### config.mk
export PLATFORM = sky130hd
export DESIGN_NAME = fixed_frame_command_deframer_flat
export DESIGN_NICKNAME = d
export VERILOG_FILES = /design/src/rtl/fcd_pkg.sv /design/src/rtl/fcd_if.sv /design/src/rtl/fixed_frame_command_deframer.sv /design/src/rtl/fcd_front.sv /design/src/rtl/fcd_fifo.sv /design/src/rtl/fcd_back.sv /design/src/flat_wrapper.sv
export VERILOG_INCLUDE_DIRS = /design/src /design/src/rtl
export SDC_FILE = /design/constraint.sdc
export NUM_CORES = 1
export LEC_CHECK = 0
export ABC_CLOCK_PERIOD_IN_PS = 5650
export BUFFER_PORTS_ARGS = -buffer_cell sky130_fd_sc_hd__buf_2
export CAP_MARGIN = 10
export CORE_AREA = 2 2 114 116
export CTS_CLUSTER_DIAMETER = 40
export DETAILED_ROUTE_END_ITERATION = 8
export DIE_AREA = 0 0 116 118
export PLACE_DENSITY = 0.75
export SLEW_MARGIN = 20
export SYNTH_ARGS = -nofsm -noshare
export SYNTH_HDL_FRONTEND = slang
export SYNTH_SLANG_ARGS = --single-unit
### constraint.sdc
create_clock -name clk -period 5.65 [get_ports clk]
set_input_delay 0.565 -clock clk [delete_from_list [all_inputs] [get_ports clk]]
set_output_delay 0.565 -clock clk [all_outputs]
set_load 0.01 [all_outputs]
### src/rtl/fixed_frame_command_deframer_assert.svh
// assertion macros for the frame deframer
// expects clk and arst_n in the scope of each use
`ifndef FIXED_FRAME_COMMAND_DEFRAMER_ASSERT_SVH
`define FIXED_FRAME_COMMAND_DEFRAMER_ASSERT_SVH

`ifndef SYNTHESIS

// property checked while out of reset
`define FCD_ASSERT(label, prop, msg) \
	label: assert property (@(posedge clk) disable iff (!arst_n) (prop)) else $error(msg);

// property checked on every edge, reset included
`define FCD_ASSERT_ALWAYS(label, prop, msg) \
	label: assert property (@(posedge clk) (prop)) else $error(msg);

`else

`define FCD_ASSERT(label, prop, msg)
`define FCD_ASSERT_ALWAYS(label, prop, msg)

`endif

`endif

### src/rtl/fcd_pkg.sv
// shared types, codes and constants of the frame deframer
// no dependencies
`timescale 1ns / 1ps

package fcd_pkg;

	localparam int DATA_BYTES    = 4;
	localparam int QUEUE_DEPTH   = 2;
	localparam int PAYLOAD_BYTES = 4;
	localparam int LANE_W        = $clog2(PAYLOAD_BYTES);

	localparam logic [7:0] HDR_BYTE   = 8'hAA;
	localparam logic [7:0] END_BYTE   = 8'h55;
	localparam logic [7:0] LED_DEV    = 8'h10;
	localparam logic [7:0] LED_ON_ACT = 8'h01;
	localparam logic [7:0] LOCK_DEV   = 8'hFF;
	localparam logic [7:0] LOCK_TYPE  = 8'h03;

	typedef logic [1:0] status_t;
	localparam status_t STATUS_OK      = 2'd0;
	localparam status_t STATUS_BAD_END = 2'd1;
	localparam status_t STATUS_BAD_SUM = 2'd2;

	// role of a byte inside the frame
	typedef logic [2:0] kind_t;
	localparam kind_t KIND_HDR   = 3'd0;
	localparam kind_t KIND_TYPE  = 3'd1;
	localparam kind_t KIND_DEV   = 3'd2;
	localparam kind_t KIND_ACT   = 3'd3;
	localparam kind_t KIND_DATA  = 3'd4;
	localparam kind_t KIND_CHECK = 3'd5;
	localparam kind_t KIND_END   = 3'd6;

	typedef struct packed {
		kind_t             kind;
		logic              keep;
		logic [LANE_W-1:0] lane;
		logic [7:0]        data;
	} item_t;

	typedef struct packed {
		status_t     status;
		logic [7:0]  pkt_type;
		logic [7:0]  device_id;
		logic [7:0]  action_code;
		logic [31:0] payload;
		logic        led_update;
		logic        led_on;
		logic        lock_request;
	} result_t;

endpackage

### src/rtl/fcd_if.sv
// valid/ready channel interfaces: received bytes in, decoded frames out
// no dependencies
`timescale 1ns / 1ps

interface fcd_rx_if;
	logic       valid;
	logic       ready;
	logic [7:0] rx_byte;

	modport source (output valid, output rx_byte, input ready);
	modport sink (input valid, input rx_byte, output ready);
endinterface

interface fcd_res_if;
	logic        valid;
	logic        ready;
	logic [1:0]  status;
	logic [7:0]  pkt_type;
	logic [7:0]  device_id;
	logic [7:0]  action_code;
	logic [31:0] payload;
	logic        led_update;
	logic        led_on;
	logic        lock_request;

	modport source (output valid, output status, output pkt_type, output device_id,
		output action_code, output payload, output led_update, output led_on,
		output lock_request, input ready);
	modport sink (input valid, input status, input pkt_type, input device_id,
		input action_code, input payload, input led_update, input led_on,
		input lock_request, output ready);
endinterface

### src/rtl/fixed_frame_command_deframer.sv
// top level of the fixed-length command frame deframer
// depends on fcd_pkg, fcd_if, fcd_front, fcd_fifo, fcd_back and the assert header
`timescale 1ns / 1ps
// usage
// - rx carries one received byte per transfer; res carries one decoded frame
// - a frame is header 0xAA, type, device, action, DATA_BYTES data bytes,
//   an xor checksum over all earlier bytes, and end byte 0x55
// - bytes outside a frame other than 0xAA are dropped; no resync inside a frame
// - status: ok, bad end byte (takes priority), or checksum mismatch; the
//   dispatch flags are set only on ok frames
// - throughput: one byte per cycle while the queue has room, set by the
//   classify step in the front end and the xor/field update in the back end
// - result path: the queue registers the end byte, and the output register
//   loads the result when the back end takes that byte from the queue
// - a stalled res side holds the result in the output register; bytes keep
//   flowing until the queue between front and back end (QUEUE_DEPTH entries)
//   fills, then rx.ready drops
// - reset clears frame position, queue pointers and the output valid;
//   the block is waiting for a header afterwards

`include "fixed_frame_command_deframer_assert.svh"

module fixed_frame_command_deframer #(
	parameter int DATA_BYTES  = fcd_pkg::DATA_BYTES,
	parameter int QUEUE_DEPTH = fcd_pkg::QUEUE_DEPTH
) (
	input  logic     clk,
	input  logic     arst_n,
	fcd_rx_if.sink   rx,
	fcd_res_if.source res
);

	// front end to queue
	logic             f_valid;
	fcd_pkg::item_t   f_item;
	logic             f_ready;
	logic             front_idle;

	// queue to back end
	logic             q_valid;
	fcd_pkg::item_t   q_item;
	logic             q_ready;

	// back end result
	logic             r_valid;
	fcd_pkg::result_t r_data;

	fcd_front #(
		.DATA_BYTES (DATA_BYTES)
	) u_front (
		.clk        (clk),
		.arst_n     (arst_n),
		.rx         (rx),
		.push_valid (f_valid),
		.push_item  (f_item),
		.push_ready (f_ready),
		.idle       (front_idle)
	);

	fcd_fifo #(
		.DEPTH (QUEUE_DEPTH)
	) u_fifo (
		.clk        (clk),
		.arst_n     (arst_n),
		.push_valid (f_valid),
		.push_item  (f_item),
		.push_ready (f_ready),
		.pop_valid  (q_valid),
		.pop_item   (q_item),
		.pop_ready  (q_ready)
	);

	fcd_back u_back (
		.clk       (clk),
		.arst_n    (arst_n),
		.pop_valid (q_valid),
		.pop_item  (q_item),
		.pop_ready (q_ready),
		.res_valid (r_valid),
		.res_data  (r_data),
		.res_ready (res.ready)
	);

	// drive the result channel from the output register
	assign res.valid        = r_valid;
	assign res.status       = r_data.status;
	assign res.pkt_type     = r_data.pkt_type;
	assign res.device_id    = r_data.device_id;
	assign res.action_code  = r_data.action_code;
	assign res.payload      = r_data.payload;
	assign res.led_update   = r_data.led_update;
	assign res.led_on       = r_data.led_on;
	assign res.lock_request = r_data.lock_request;

	// a header taken while idle must leave the queue non-empty next cycle
	`FCD_ASSERT(a_hdr_queued, (rx.valid && rx.ready && front_idle && (rx.rx_byte == fcd_pkg::HDR_BYTE)) |=> q_valid, "header transfer did not reach the queue")
	// dispatch flags only on frames that passed both checks
	`FCD_ASSERT(a_flags_ok, (r_valid && (r_data.led_update || r_data.lock_request)) |-> (r_data.status == fcd_pkg::STATUS_OK), "dispatch flag on a failed frame")
	// led_on never without led_update
	`FCD_ASSERT(a_led_on_upd, (r_valid && r_data.led_on) |-> r_data.led_update, "led_on without led_update")
	// status is one of the three defined codes
	`FCD_ASSERT(a_status_code, r_valid |-> ((r_data.status == fcd_pkg::STATUS_OK) || (r_data.status == fcd_pkg::STATUS_BAD_END) || (r_data.status == fcd_pkg::STATUS_BAD_SUM)), "undefined status code")
	// no result leaves while in reset
	`FCD_ASSERT_ALWAYS(a_reset_quiet, !arst_n |-> !res.valid, "result valid during reset")

endmodule

### src/rtl/fcd_front.sv
// front end: tracks frame position and tags each byte with its role
// depends on fcd_pkg and fcd_rx_if
`timescale 1ns / 1ps

module fcd_front #(
	parameter int DATA_BYTES = fcd_pkg::DATA_BYTES
) (
	input  logic          clk,
	input  logic          arst_n,
	fcd_rx_if.sink        rx,
	output logic          push_valid,
	output fcd_pkg::item_t push_item,
	input  logic          push_ready,
	output logic          idle
);

	localparam int POS_CHECK = 4 + DATA_BYTES;
	localparam int POS_END   = 5 + DATA_BYTES;
	localparam int PW        = $clog2(POS_END + 1);

	logic [PW-1:0] pos_q;
	logic [PW-1:0] data_idx;
	logic          accept;
	logic          is_hdr;

	assign idle     = (pos_q == '0);
	assign is_hdr   = (rx.rx_byte == fcd_pkg::HDR_BYTE);
	assign rx.ready = push_ready;
	assign accept   = rx.valid && rx.ready;
	// bytes other than a header are dropped while idle
	assign push_valid = rx.valid && (!idle || is_hdr);
	assign data_idx   = pos_q - PW'(4);

	always_comb begin
		push_item.data = rx.rx_byte;
		push_item.keep = 1'b0;
		push_item.lane = data_idx[fcd_pkg::LANE_W-1:0];
		if (idle) begin
			push_item.kind = fcd_pkg::KIND_HDR;
		end else if (pos_q == PW'(1)) begin
			push_item.kind = fcd_pkg::KIND_TYPE;
		end else if (pos_q == PW'(2)) begin
			push_item.kind = fcd_pkg::KIND_DEV;
		end else if (pos_q == PW'(3)) begin
			push_item.kind = fcd_pkg::KIND_ACT;
		end else if (pos_q < PW'(POS_CHECK)) begin
			push_item.kind = fcd_pkg::KIND_DATA;
			// only the leading data bytes land in the payload field
			push_item.keep = (data_idx < PW'(fcd_pkg::PAYLOAD_BYTES));
		end else if (pos_q == PW'(POS_CHECK)) begin
			push_item.kind = fcd_pkg::KIND_CHECK;
		end else begin
			push_item.kind = fcd_pkg::KIND_END;
		end
	end

	always_ff @(posedge clk or negedge arst_n) begin
		if (!arst_n) begin
			pos_q <= '0;
		end else if (accept) begin
			if (idle) begin
				if (is_hdr) begin
					pos_q <= PW'(1);
				end
			end else if (pos_q == PW'(POS_END)) begin
				pos_q <= '0;
			end else begin
				pos_q <= pos_q + PW'(1);
			end
		end
	end

endmodule

### src/rtl/fcd_fifo.sv
// short queue of tagged bytes between front and back end
// depends on fcd_pkg
`timescale 1ns / 1ps

module fcd_fifo #(
	parameter int DEPTH = fcd_pkg::QUEUE_DEPTH
) (
	input  logic           clk,
	input  logic           arst_n,
	input  logic           push_valid,
	input  fcd_pkg::item_t push_item,
	output logic           push_ready,
	output logic           pop_valid,
	output fcd_pkg::item_t pop_item,
	input  logic           pop_ready
);

	// the user must keep depth a power of two, at least two; the block does not enforce it
	localparam int AW = $clog2(DEPTH);
	localparam int CW = $clog2(DEPTH + 1);

	fcd_pkg::item_t mem_q [DEPTH];
	logic [AW-1:0]  wr_ptr_q;
	logic [AW-1:0]  rd_ptr_q;
	logic [CW-1:0]  count_q;
	logic           do_push;
	logic           do_pop;

	assign push_ready = (count_q != CW'(DEPTH));
	assign pop_valid  = (count_q != '0);
	assign pop_item   = mem_q[rd_ptr_q];
	assign do_push    = push_valid && push_ready;
	assign do_pop     = pop_valid && pop_ready;

	always_ff @(posedge clk) begin
		if (do_push) begin
			mem_q[wr_ptr_q] <= push_item;
		end
	end

	always_ff @(posedge clk or negedge arst_n) begin
		if (!arst_n) begin
			wr_ptr_q <= '0;
			rd_ptr_q <= '0;
			count_q  <= '0;
		end else begin
			if (do_push) begin
				wr_ptr_q <= wr_ptr_q + AW'(1);
			end
			if (do_pop) begin
				rd_ptr_q <= rd_ptr_q + AW'(1);
			end
			if (do_push && !do_pop) begin
				count_q <= count_q + CW'(1);
			end else if (do_pop && !do_push) begin
				count_q <= count_q - CW'(1);
			end
		end
	end

endmodule

### src/rtl/fcd_back.sv
// back end: collects frame fields, checksum, and builds the result
// depends on fcd_pkg
`timescale 1ns / 1ps

module fcd_back (
	input  logic            clk,
	input  logic            arst_n,
	input  logic            pop_valid,
	input  fcd_pkg::item_t  pop_item,
	output logic            pop_ready,
	output logic            res_valid,
	output fcd_pkg::result_t res_data,
	input  logic            res_ready
);

	logic [7:0]       xor_q;
	logic [7:0]       type_q;
	logic [7:0]       dev_q;
	logic [7:0]       act_q;
	logic [31:0]      payload_q;
	logic [7:0]       check_q;
	logic             out_valid_q;
	fcd_pkg::result_t result_q;
	fcd_pkg::result_t res_next;
	logic             is_end;
	logic             slot_free;
	logic             take;
	logic             ok;

	assign is_end    = (pop_item.kind == fcd_pkg::KIND_END);
	assign slot_free = !out_valid_q || res_ready;
	// only the end byte needs the output slot
	assign pop_ready = !is_end || slot_free;
	assign take      = pop_valid && pop_ready;
	assign res_valid = out_valid_q;
	assign res_data  = result_q;

	always_comb begin
		if (pop_item.data != fcd_pkg::END_BYTE) begin
			res_next.status = fcd_pkg::STATUS_BAD_END;
		end else if (check_q != xor_q) begin
			res_next.status = fcd_pkg::STATUS_BAD_SUM;
		end else begin
			res_next.status = fcd_pkg::STATUS_OK;
		end
		ok                    = (res_next.status == fcd_pkg::STATUS_OK);
		res_next.pkt_type     = type_q;
		res_next.device_id    = dev_q;
		res_next.action_code  = act_q;
		res_next.payload      = payload_q;
		res_next.led_update   = ok && (dev_q == fcd_pkg::LED_DEV);
		res_next.led_on       = ok && (dev_q == fcd_pkg::LED_DEV)
			&& (act_q == fcd_pkg::LED_ON_ACT);
		res_next.lock_request = ok && (dev_q == fcd_pkg::LOCK_DEV)
			&& (type_q == fcd_pkg::LOCK_TYPE);
	end

	always_ff @(posedge clk or negedge arst_n) begin
		if (!arst_n) begin
			xor_q     <= '0;
			type_q    <= '0;
			dev_q     <= '0;
			act_q     <= '0;
			payload_q <= '0;
			check_q   <= '0;
		end else if (take) begin
			unique case (pop_item.kind)
				fcd_pkg::KIND_HDR: begin
					xor_q     <= fcd_pkg::HDR_BYTE;
					payload_q <= '0;
				end
				fcd_pkg::KIND_TYPE: begin
					type_q <= pop_item.data;
					xor_q  <= xor_q ^ pop_item.data;
				end
				fcd_pkg::KIND_DEV: begin
					dev_q <= pop_item.data;
					xor_q <= xor_q ^ pop_item.data;
				end
				fcd_pkg::KIND_ACT: begin
					act_q <= pop_item.data;
					xor_q <= xor_q ^ pop_item.data;
				end
				fcd_pkg::KIND_DATA: begin
					if (pop_item.keep) begin
						payload_q[8*pop_item.lane +: 8] <= pop_item.data;
					end
					xor_q <= xor_q ^ pop_item.data;
				end
				fcd_pkg::KIND_CHECK: begin
					check_q <= pop_item.data;
				end
				default: begin
				end
			endcase
		end
	end

	always_ff @(posedge clk or negedge arst_n) begin
		if (!arst_n) begin
			out_valid_q <= 1'b0;
		end else if (take && is_end) begin
			out_valid_q <= 1'b1;
		end else if (res_ready) begin
			out_valid_q <= 1'b0;
		end
	end

	always_ff @(posedge clk) begin
		if (take && is_end) begin
			result_q <= res_next;
		end
	end

endmodule
### src/flat_wrapper.sv
// flat-port wrapper written by rule: the top's interface ports become plain ports
module fixed_frame_command_deframer_flat 
#(
	parameter int DATA_BYTES  = fcd_pkg::DATA_BYTES,
	parameter int QUEUE_DEPTH = fcd_pkg::QUEUE_DEPTH
)
  (clk, arst_n, rx_valid, rx_rx_byte, rx_ready, res_valid, res_status, res_pkt_type, res_device_id, res_action_code, res_payload, res_led_update, res_led_on, res_lock_request, res_ready);
  fcd_rx_if rx_i ();
  fcd_res_if res_i ();
  input  logic clk;
  input  logic arst_n;
  input wire logic [$bits(rx_i.valid)-1:0] rx_valid;
  input wire logic [$bits(rx_i.rx_byte)-1:0] rx_rx_byte;
  output wire logic [$bits(rx_i.ready)-1:0] rx_ready;
  output wire logic [$bits(res_i.valid)-1:0] res_valid;
  output wire logic [$bits(res_i.status)-1:0] res_status;
  output wire logic [$bits(res_i.pkt_type)-1:0] res_pkt_type;
  output wire logic [$bits(res_i.device_id)-1:0] res_device_id;
  output wire logic [$bits(res_i.action_code)-1:0] res_action_code;
  output wire logic [$bits(res_i.payload)-1:0] res_payload;
  output wire logic [$bits(res_i.led_update)-1:0] res_led_update;
  output wire logic [$bits(res_i.led_on)-1:0] res_led_on;
  output wire logic [$bits(res_i.lock_request)-1:0] res_lock_request;
  input wire logic [$bits(res_i.ready)-1:0] res_ready;
  assign rx_i.valid = rx_valid;
  assign rx_i.rx_byte = rx_rx_byte;
  assign rx_ready = rx_i.ready;
  assign res_valid = res_i.valid;
  assign res_status = res_i.status;
  assign res_pkt_type = res_i.pkt_type;
  assign res_device_id = res_i.device_id;
  assign res_action_code = res_i.action_code;
  assign res_payload = res_i.payload;
  assign res_led_update = res_i.led_update;
  assign res_led_on = res_i.led_on;
  assign res_lock_request = res_i.lock_request;
  assign res_i.ready = res_ready;
  fixed_frame_command_deframer #(.DATA_BYTES(DATA_BYTES), .QUEUE_DEPTH(QUEUE_DEPTH)) u_core (.clk(clk), .arst_n(arst_n), .rx(rx_i), .res(res_i));
endmodule
[Yosys cells after proc, flatten, opt, wreduce, memory -nomap -nowiden]
Memory sizes are Yosys's and may differ from the RTL's.
Cells that the tools add are included.
Word-level totals
  input port bits: 12
  bits in registers: 142
  bits in writable memories: 28
  memories kept: 1
Cells by class
  shift operators: 2
  bitwise operators: 1
  eq/ne operators: 21
  reductions and logical operators: 35
  order comparisons: 2
  multiplexer cells: 26
  $add $sub $neg: 7
Memory list
  u_core.u_fifo.mem_q: depth 2, width 14, read ports 1, clocked after Yosys merged registers in 0, wr ports 1, line fcd_fifo.sv:22  | fcd_pkg::item_t mem_q [DEPTH];
Operators with widths (count)
  32-bit case mux with 2 select lines: 1
  5-bit negation with 34-bit output: 1
  8-bit by 34-bit variable shift with 32-bit output (first input constant): 1
  8-bit by 34-bit variable part select with 32-bit output: 1
  32-bit bitwise mux: 1
  32-bit two-way mux: 1
  8-bit equality test (second input constant): 2
  8-bit case mux with 2 select lines: 1
  3-bit two-way mux: 5
  4-bit two-way mux: 3
  2-bit AND reduction: 6
  1-bit logical AND: 11
  2-bit two-way mux: 5
  2-bit nonzero test: 5
  3-bit equality test (second input constant): 3
  1-bit two-way mux: 9
  4-bit by 2-bit equality test with 1-bit output (second input constant): 2
  4-bit equality test (second input constant): 2
  8-bit by 1-bit equality test with 1-bit output (second input constant): 1
  8-bit by 2-bit equality test with 1-bit output (second input constant): 1
  8-bit by 5-bit equality test with 1-bit output (second input constant): 1
  8-bit by 7-bit != test with 1-bit output (second input constant): 1
  8-bit != test: 1
  8-bit bitwise XOR: 1
  other kinds (19): 28

[Longest topological paths before layout]
  depth in word-level cells: 9
  depth in mapped cells: 11

[Cells and area by module]
A second synthesis with hierarchy kept.
Second synthesis, totals
  cells, all modules: 426
  area total of the unflattened synthesis: 6767.7 um^2
Modules (own cells, without submodules)
  fcd_back: cells each 322, area each 5138.7 um^2, times used 1
  fcd_fifo: cells each 62, area each 1270.0 um^2, times used 1
  fcd_front: cells each 42, area each 359.1 um^2, times used 1

[Worst setup path after synthesis]
Ideal clock, no wire load.
  path kind: register to register
  from: register u_core.u_fifo.rd_ptr_q
  to: register u_core.u_back.result_q (netlist bit u_core.u_back.res_data[0]) (enable)
  setup slack: 1518 ps
  stages on the path, launching flop included: 6
  path buffers: 1
  data arrival time: 3652 ps
  setup time: 480 ps
  period minus slack after synthesis: 4132 ps
  cell sequence: dfrtp_1 buf_6 nor2b_1 a32o_1 o21ai_0 nor2_1
On the way
  cells in the longest elaborated chain, start to end: 6
Ends and longest elaborated chain
  start: declaration: line fcd_fifo.sv:24  | logic [AW-1:0] rd_ptr_q;
  start signal: assignment: line fcd_fifo.sv:51  | rd_ptr_q <= rd_ptr_q + AW'(1);
  memory read 2 x 14 bit (*)
  3-bit equality test (*): line fcd_back.sv:30  | assign is_end = (pop_item.kind == fcd_pkg::KIND_END);
  1-bit zero test: line fcd_back.sv:33  | assign pop_ready = !is_end || slot_free;
  1-bit logical OR: line fcd_back.sv:33
  1-bit logical AND: line fcd_back.sv:34  | assign take = pop_valid && pop_ready;
  1-bit logical AND (*): line fcd_back.sv:110  | if (take && is_end) begin
  end signal: assignment: line fcd_back.sv:111  | result_q <= res_next;
  end: declaration: line fcd_back.sv:23  | fcd_pkg::result_t result_q;
Every way passes the cells marked *; elsewhere a longest branch is shown, timed or not.
A chain may end at the register's enable or synchronous reset.

[Final worst setup path]
  from: register u_core.u_fifo.rd_ptr_q
  to: register u_core.u_back.payload_q[13]
On the way
  cells in the longest elaborated chain, start to end: 6
Ends and longest elaborated chain
  memory read 2 x 14 bit (*)
  5-bit negation with 34-bit output / 3-bit equality test (equally long branches): line fcd_back.sv:86, fcd_back.sv:30
  8-bit by 34-bit variable part select with 32-bit output (tied with other cells): line fcd_back.sv:86  | payload_q[8*pop_item.lane +: 8] <= pop_item.data;
  32-bit bitwise mux / 1-bit logical OR (equally long branches): line fcd_back.sv:86, fcd_back.sv:33
  32-bit two-way mux / 1-bit logical AND (equally long branches): line fcd_back.sv:85, fcd_back.sv:34
  32-bit case mux with 2 select lines / 3-bit AND reduction (equally long branches)
  end signal: indexed assignment: line fcd_back.sv:86
  end: declaration: line fcd_back.sv:20  | logic [31:0] payload_q;
Every way passes the cells marked *; elsewhere a longest branch is shown, timed or not. The select of a mux whose other input is x is not followed.

==> results.cfg <==
[run_status]
outcome = complete, no violations

[setup_path]
crit_arrival_ps = 3410
cpMaxStageDelayCell = ha_1
path_delay_family = compound AO/OA/AOI/OAI gates
critPathMaxStageDelay_ps = 480
path_buf_inv = 2
crit_fanout = 32
cp-start-kind = flop
path_cells = buf_4 > mux2_2 > clkinv_1 > ha_1 > nand2_1 > a2111oi_2 > o21ai_1 > o2bb2ai_1
end_kind = flop
worstPathRequired_ps = 5980
reg2reg_depth = 8
cp.depth = 8
crit_type = flop to flop

[timing]
fmax_mhz = 325
hold_viol_final = 0
setup_viol = 0
relSlewSlack = 0.266
rsz0062_at_grt = false
finalCriticalPeriod_ps = 3080
drv_slew = 0
finalSetupTns_ps = 0
period_share = 0.545
worstMarginPinSlew_ps = 1070
skew_ps = 11.4

[clocking]
clockRootBuffer = clkbuf_16
cts_tree = done
post_cts_resized = 0
cts_setup_buffers = 0
cts_max_level = 4
clockBufferDepth = 2
insertion_delay_ps = 420
numCtsBuffers = 17
cts_hold_repair.buffers = 0
cts_sinks = 170
clk_pin_slew_ps = 60

[grt]
grt_max_degree = 82
grt_util_all_layers = 0.206
overflow = 0
antenna_found_initial = 0
first_global_vias = 4050
grt_pass1_wl_um = 21100

[cells_and_area]
final_common_cell = edfxtp_1
diodes = 0
synthToLayoutAreaGrowth_pct = 17.1
layout_common_cells = edfxtp_1 (89), dfrtp_1 (81), buf_2 (73), o2bb2ai_1 (36), nand2_1 (24)
fin_area_um2 = 7930
layout-drive-gt1-share = 0.243
nNetsFinal = 564
post-route-util = 0.638

[synthesis]
synthAdderAreaFrac = 0.0111
syn_avg_cell_area_um2 = 14.5
ys_seq_area_frac = 0.694
syn-cell-area_um2 = 6770
synth_xor_xnor_area_share = 0.0194
synthCells = 467
ys_ff_latch = 170
ys.flop_type = edfxtp_1
synthArstFlopShare = 0.476
synth-simple-area-share = 0.0978
synth-edff-count = 89
syn-num-nets = 485
synth_compound_area_frac = 0.130
synth_top_family_by_area = compound AO/OA/AOI/OAI gates
yosys_warnings = 0
muxShareOfSynthArea = 0.0296
yosysUniqueCellTypes = 57

[floorplan]
initial_core_util = 0.545
die_h_um = 118
die_w_um = 116
num_rows = 41
dieArea_um2 = 13700
core_area_um2 = 12400
ios = 75

[power_and_ir_drop]
max-vdd-ir-drop_uv = 327
p_per_area_nw_per_um2 = 556
p_leak_nw = 3.10

[routing]
wl_um = 13200
num_vias = 4136
via_per_inst = 5.66
wire_per_inst_um = 18.1
ant_nets = 0
first_pass_iters = 5
drtIter0Drc = 313
drc = 0

[placement]
hpwl_um = 8910
gp_congestion = 0.868
dpl_cell_area_um2 = 7290
io_buffers = 74

[job]
cap_violations = 0

[worst_hold_path]
holdCritPathClass = input pin to async pin
-- path summary, 6_finish.rpt --
| kind | start | to | slack (ps) |
|---|---|---|---|
| min in group clk | rx_rx_byte[6] | u_core.u_fifo.mem_q[0][6] | 350 |
| hold reg to reg | u_core.u_back.payload_q[19] | u_core.u_back.res_data[22] | 450 |
| setup reg to reg | u_core.u_fifo.rd_ptr_q | u_core.u_back.payload_q[13] | 2570 |
| max in group asynchronous | arst_n | u_core.u_back.payload_q[13] | 4960 |
| hold / removal | arst_n | u_core.u_back.payload_q[19] | 180 |
| setup / recovery | u_core.u_fifo.rd_ptr_q | u_core.u_back.payload_q[13] | 2570 |
-- registers in the layout, indices dropped and copies added, names as in the netlist --
signal and flops:
u_core.u_fifo.count_q 2, u_core.u_back.dev_q 8, u_core.u_fifo.rd_ptr_q 1, u_core.u_back.res_data 61, u_core.u_back.res_valid 1, u_core.u_fifo.mem_q 28, u_core.u_back.xor_q 8, u_core.u_back.check_q 8
u_core.u_back.payload_q 32, u_core.u_front.pos_q 4, u_core.u_back.act_q 8, u_core.u_back.type_q 8, u_core.u_fifo.wr_ptr_q 1
-- through the flow --
step / worst slack, ps / std cells / hold WS [ps] / power, mW
after floorplan: 1520 / 467 / 269 / 2.89
after global placement: 2610 / 697 / 439 / 3.19
after detailed placement: 2400 / 697 / 435 / 3.27
after CTS: 2380 / 729 / 332 / 4.41
after global routing: 2280 / 731 / 224 / 4.66
final: 2570 / 731 / 179 / 4.41
-- per-layer routing --
metal  track usage  vias up  wire length [um]
li1              -     1944                 -
met1         0.273     2053              5760
met2         0.327      120              6550
met3        0.0602       19               631
met4        0.0707        0               276
met5             0        -                 0
-- cells by family (layout without fill, tap and decap cells) --
logic type      Yosys count  after routing
flops                   170            170
buf+inv                  25            117
fa+ha+maj                 6              6
compound gates          113            113
mux                      19             19
simple gates            119            119
xor+xnor                 15             15
-- cell type report --
cell class | count | area, um^2
fill | 939 | 4490
multi-input combinational | 272 | 1970
inverter | 7 | 26.3
timing repair buffer | 78 | 424
sequential | 170 | 4700
clock inverter | 9 | 71.3
tap | 172 | 215
clock buffer | 23 | 522
-- cells in the mapped netlist (all sizes together), types with 2 or more instances --
master / instances / share of area
a2111oi: 4 / 0.013
a21o: 4 / 0.0044
a21oi: 21 / 0.016
and2: 4 / 0.0037
buf: 11 / 0.0098
clkbuf: 7 / 0.0039
dfrtp: 81 / 0.30
edfxtp: 89 / 0.39
ha: 6 / 0.011
inv: 6 / 0.0033
mux2: 8 / 0.013
mux2i: 11 / 0.016
nand2: 24 / 0.013
nand2b: 6 / 0.0055
nand3: 20 / 0.015
nand3b: 2 / 0.0022
nand4: 4 / 0.0037
nor2: 21 / 0.012
nor2b: 8 / 0.0074
nor3: 5 / 0.0037
nor4: 7 / 0.0065
nor4b: 6 / 0.010
nor4bb: 2 / 0.0030
o21ai: 25 / 0.019
o22a: 3 / 0.0039
o22ai: 4 / 0.0074
o2bb2ai: 36 / 0.047
o31a: 3 / 0.0039
o31ai: 5 / 0.0055
or2: 3 / 0.0028
xnor2: 3 / 0.0039
xor2: 12 / 0.016
-- report_power, final --
group / internal [mW] / switching [mW] / total (mW)
Clock: 0.661 / 0.467 / 1.13
Combinational: 0.485 / 0.828 / 1.31
Sequential: 1.72 / 0.245 / 1.97
No activity file was read; power rests on OpenSTA's default activity.
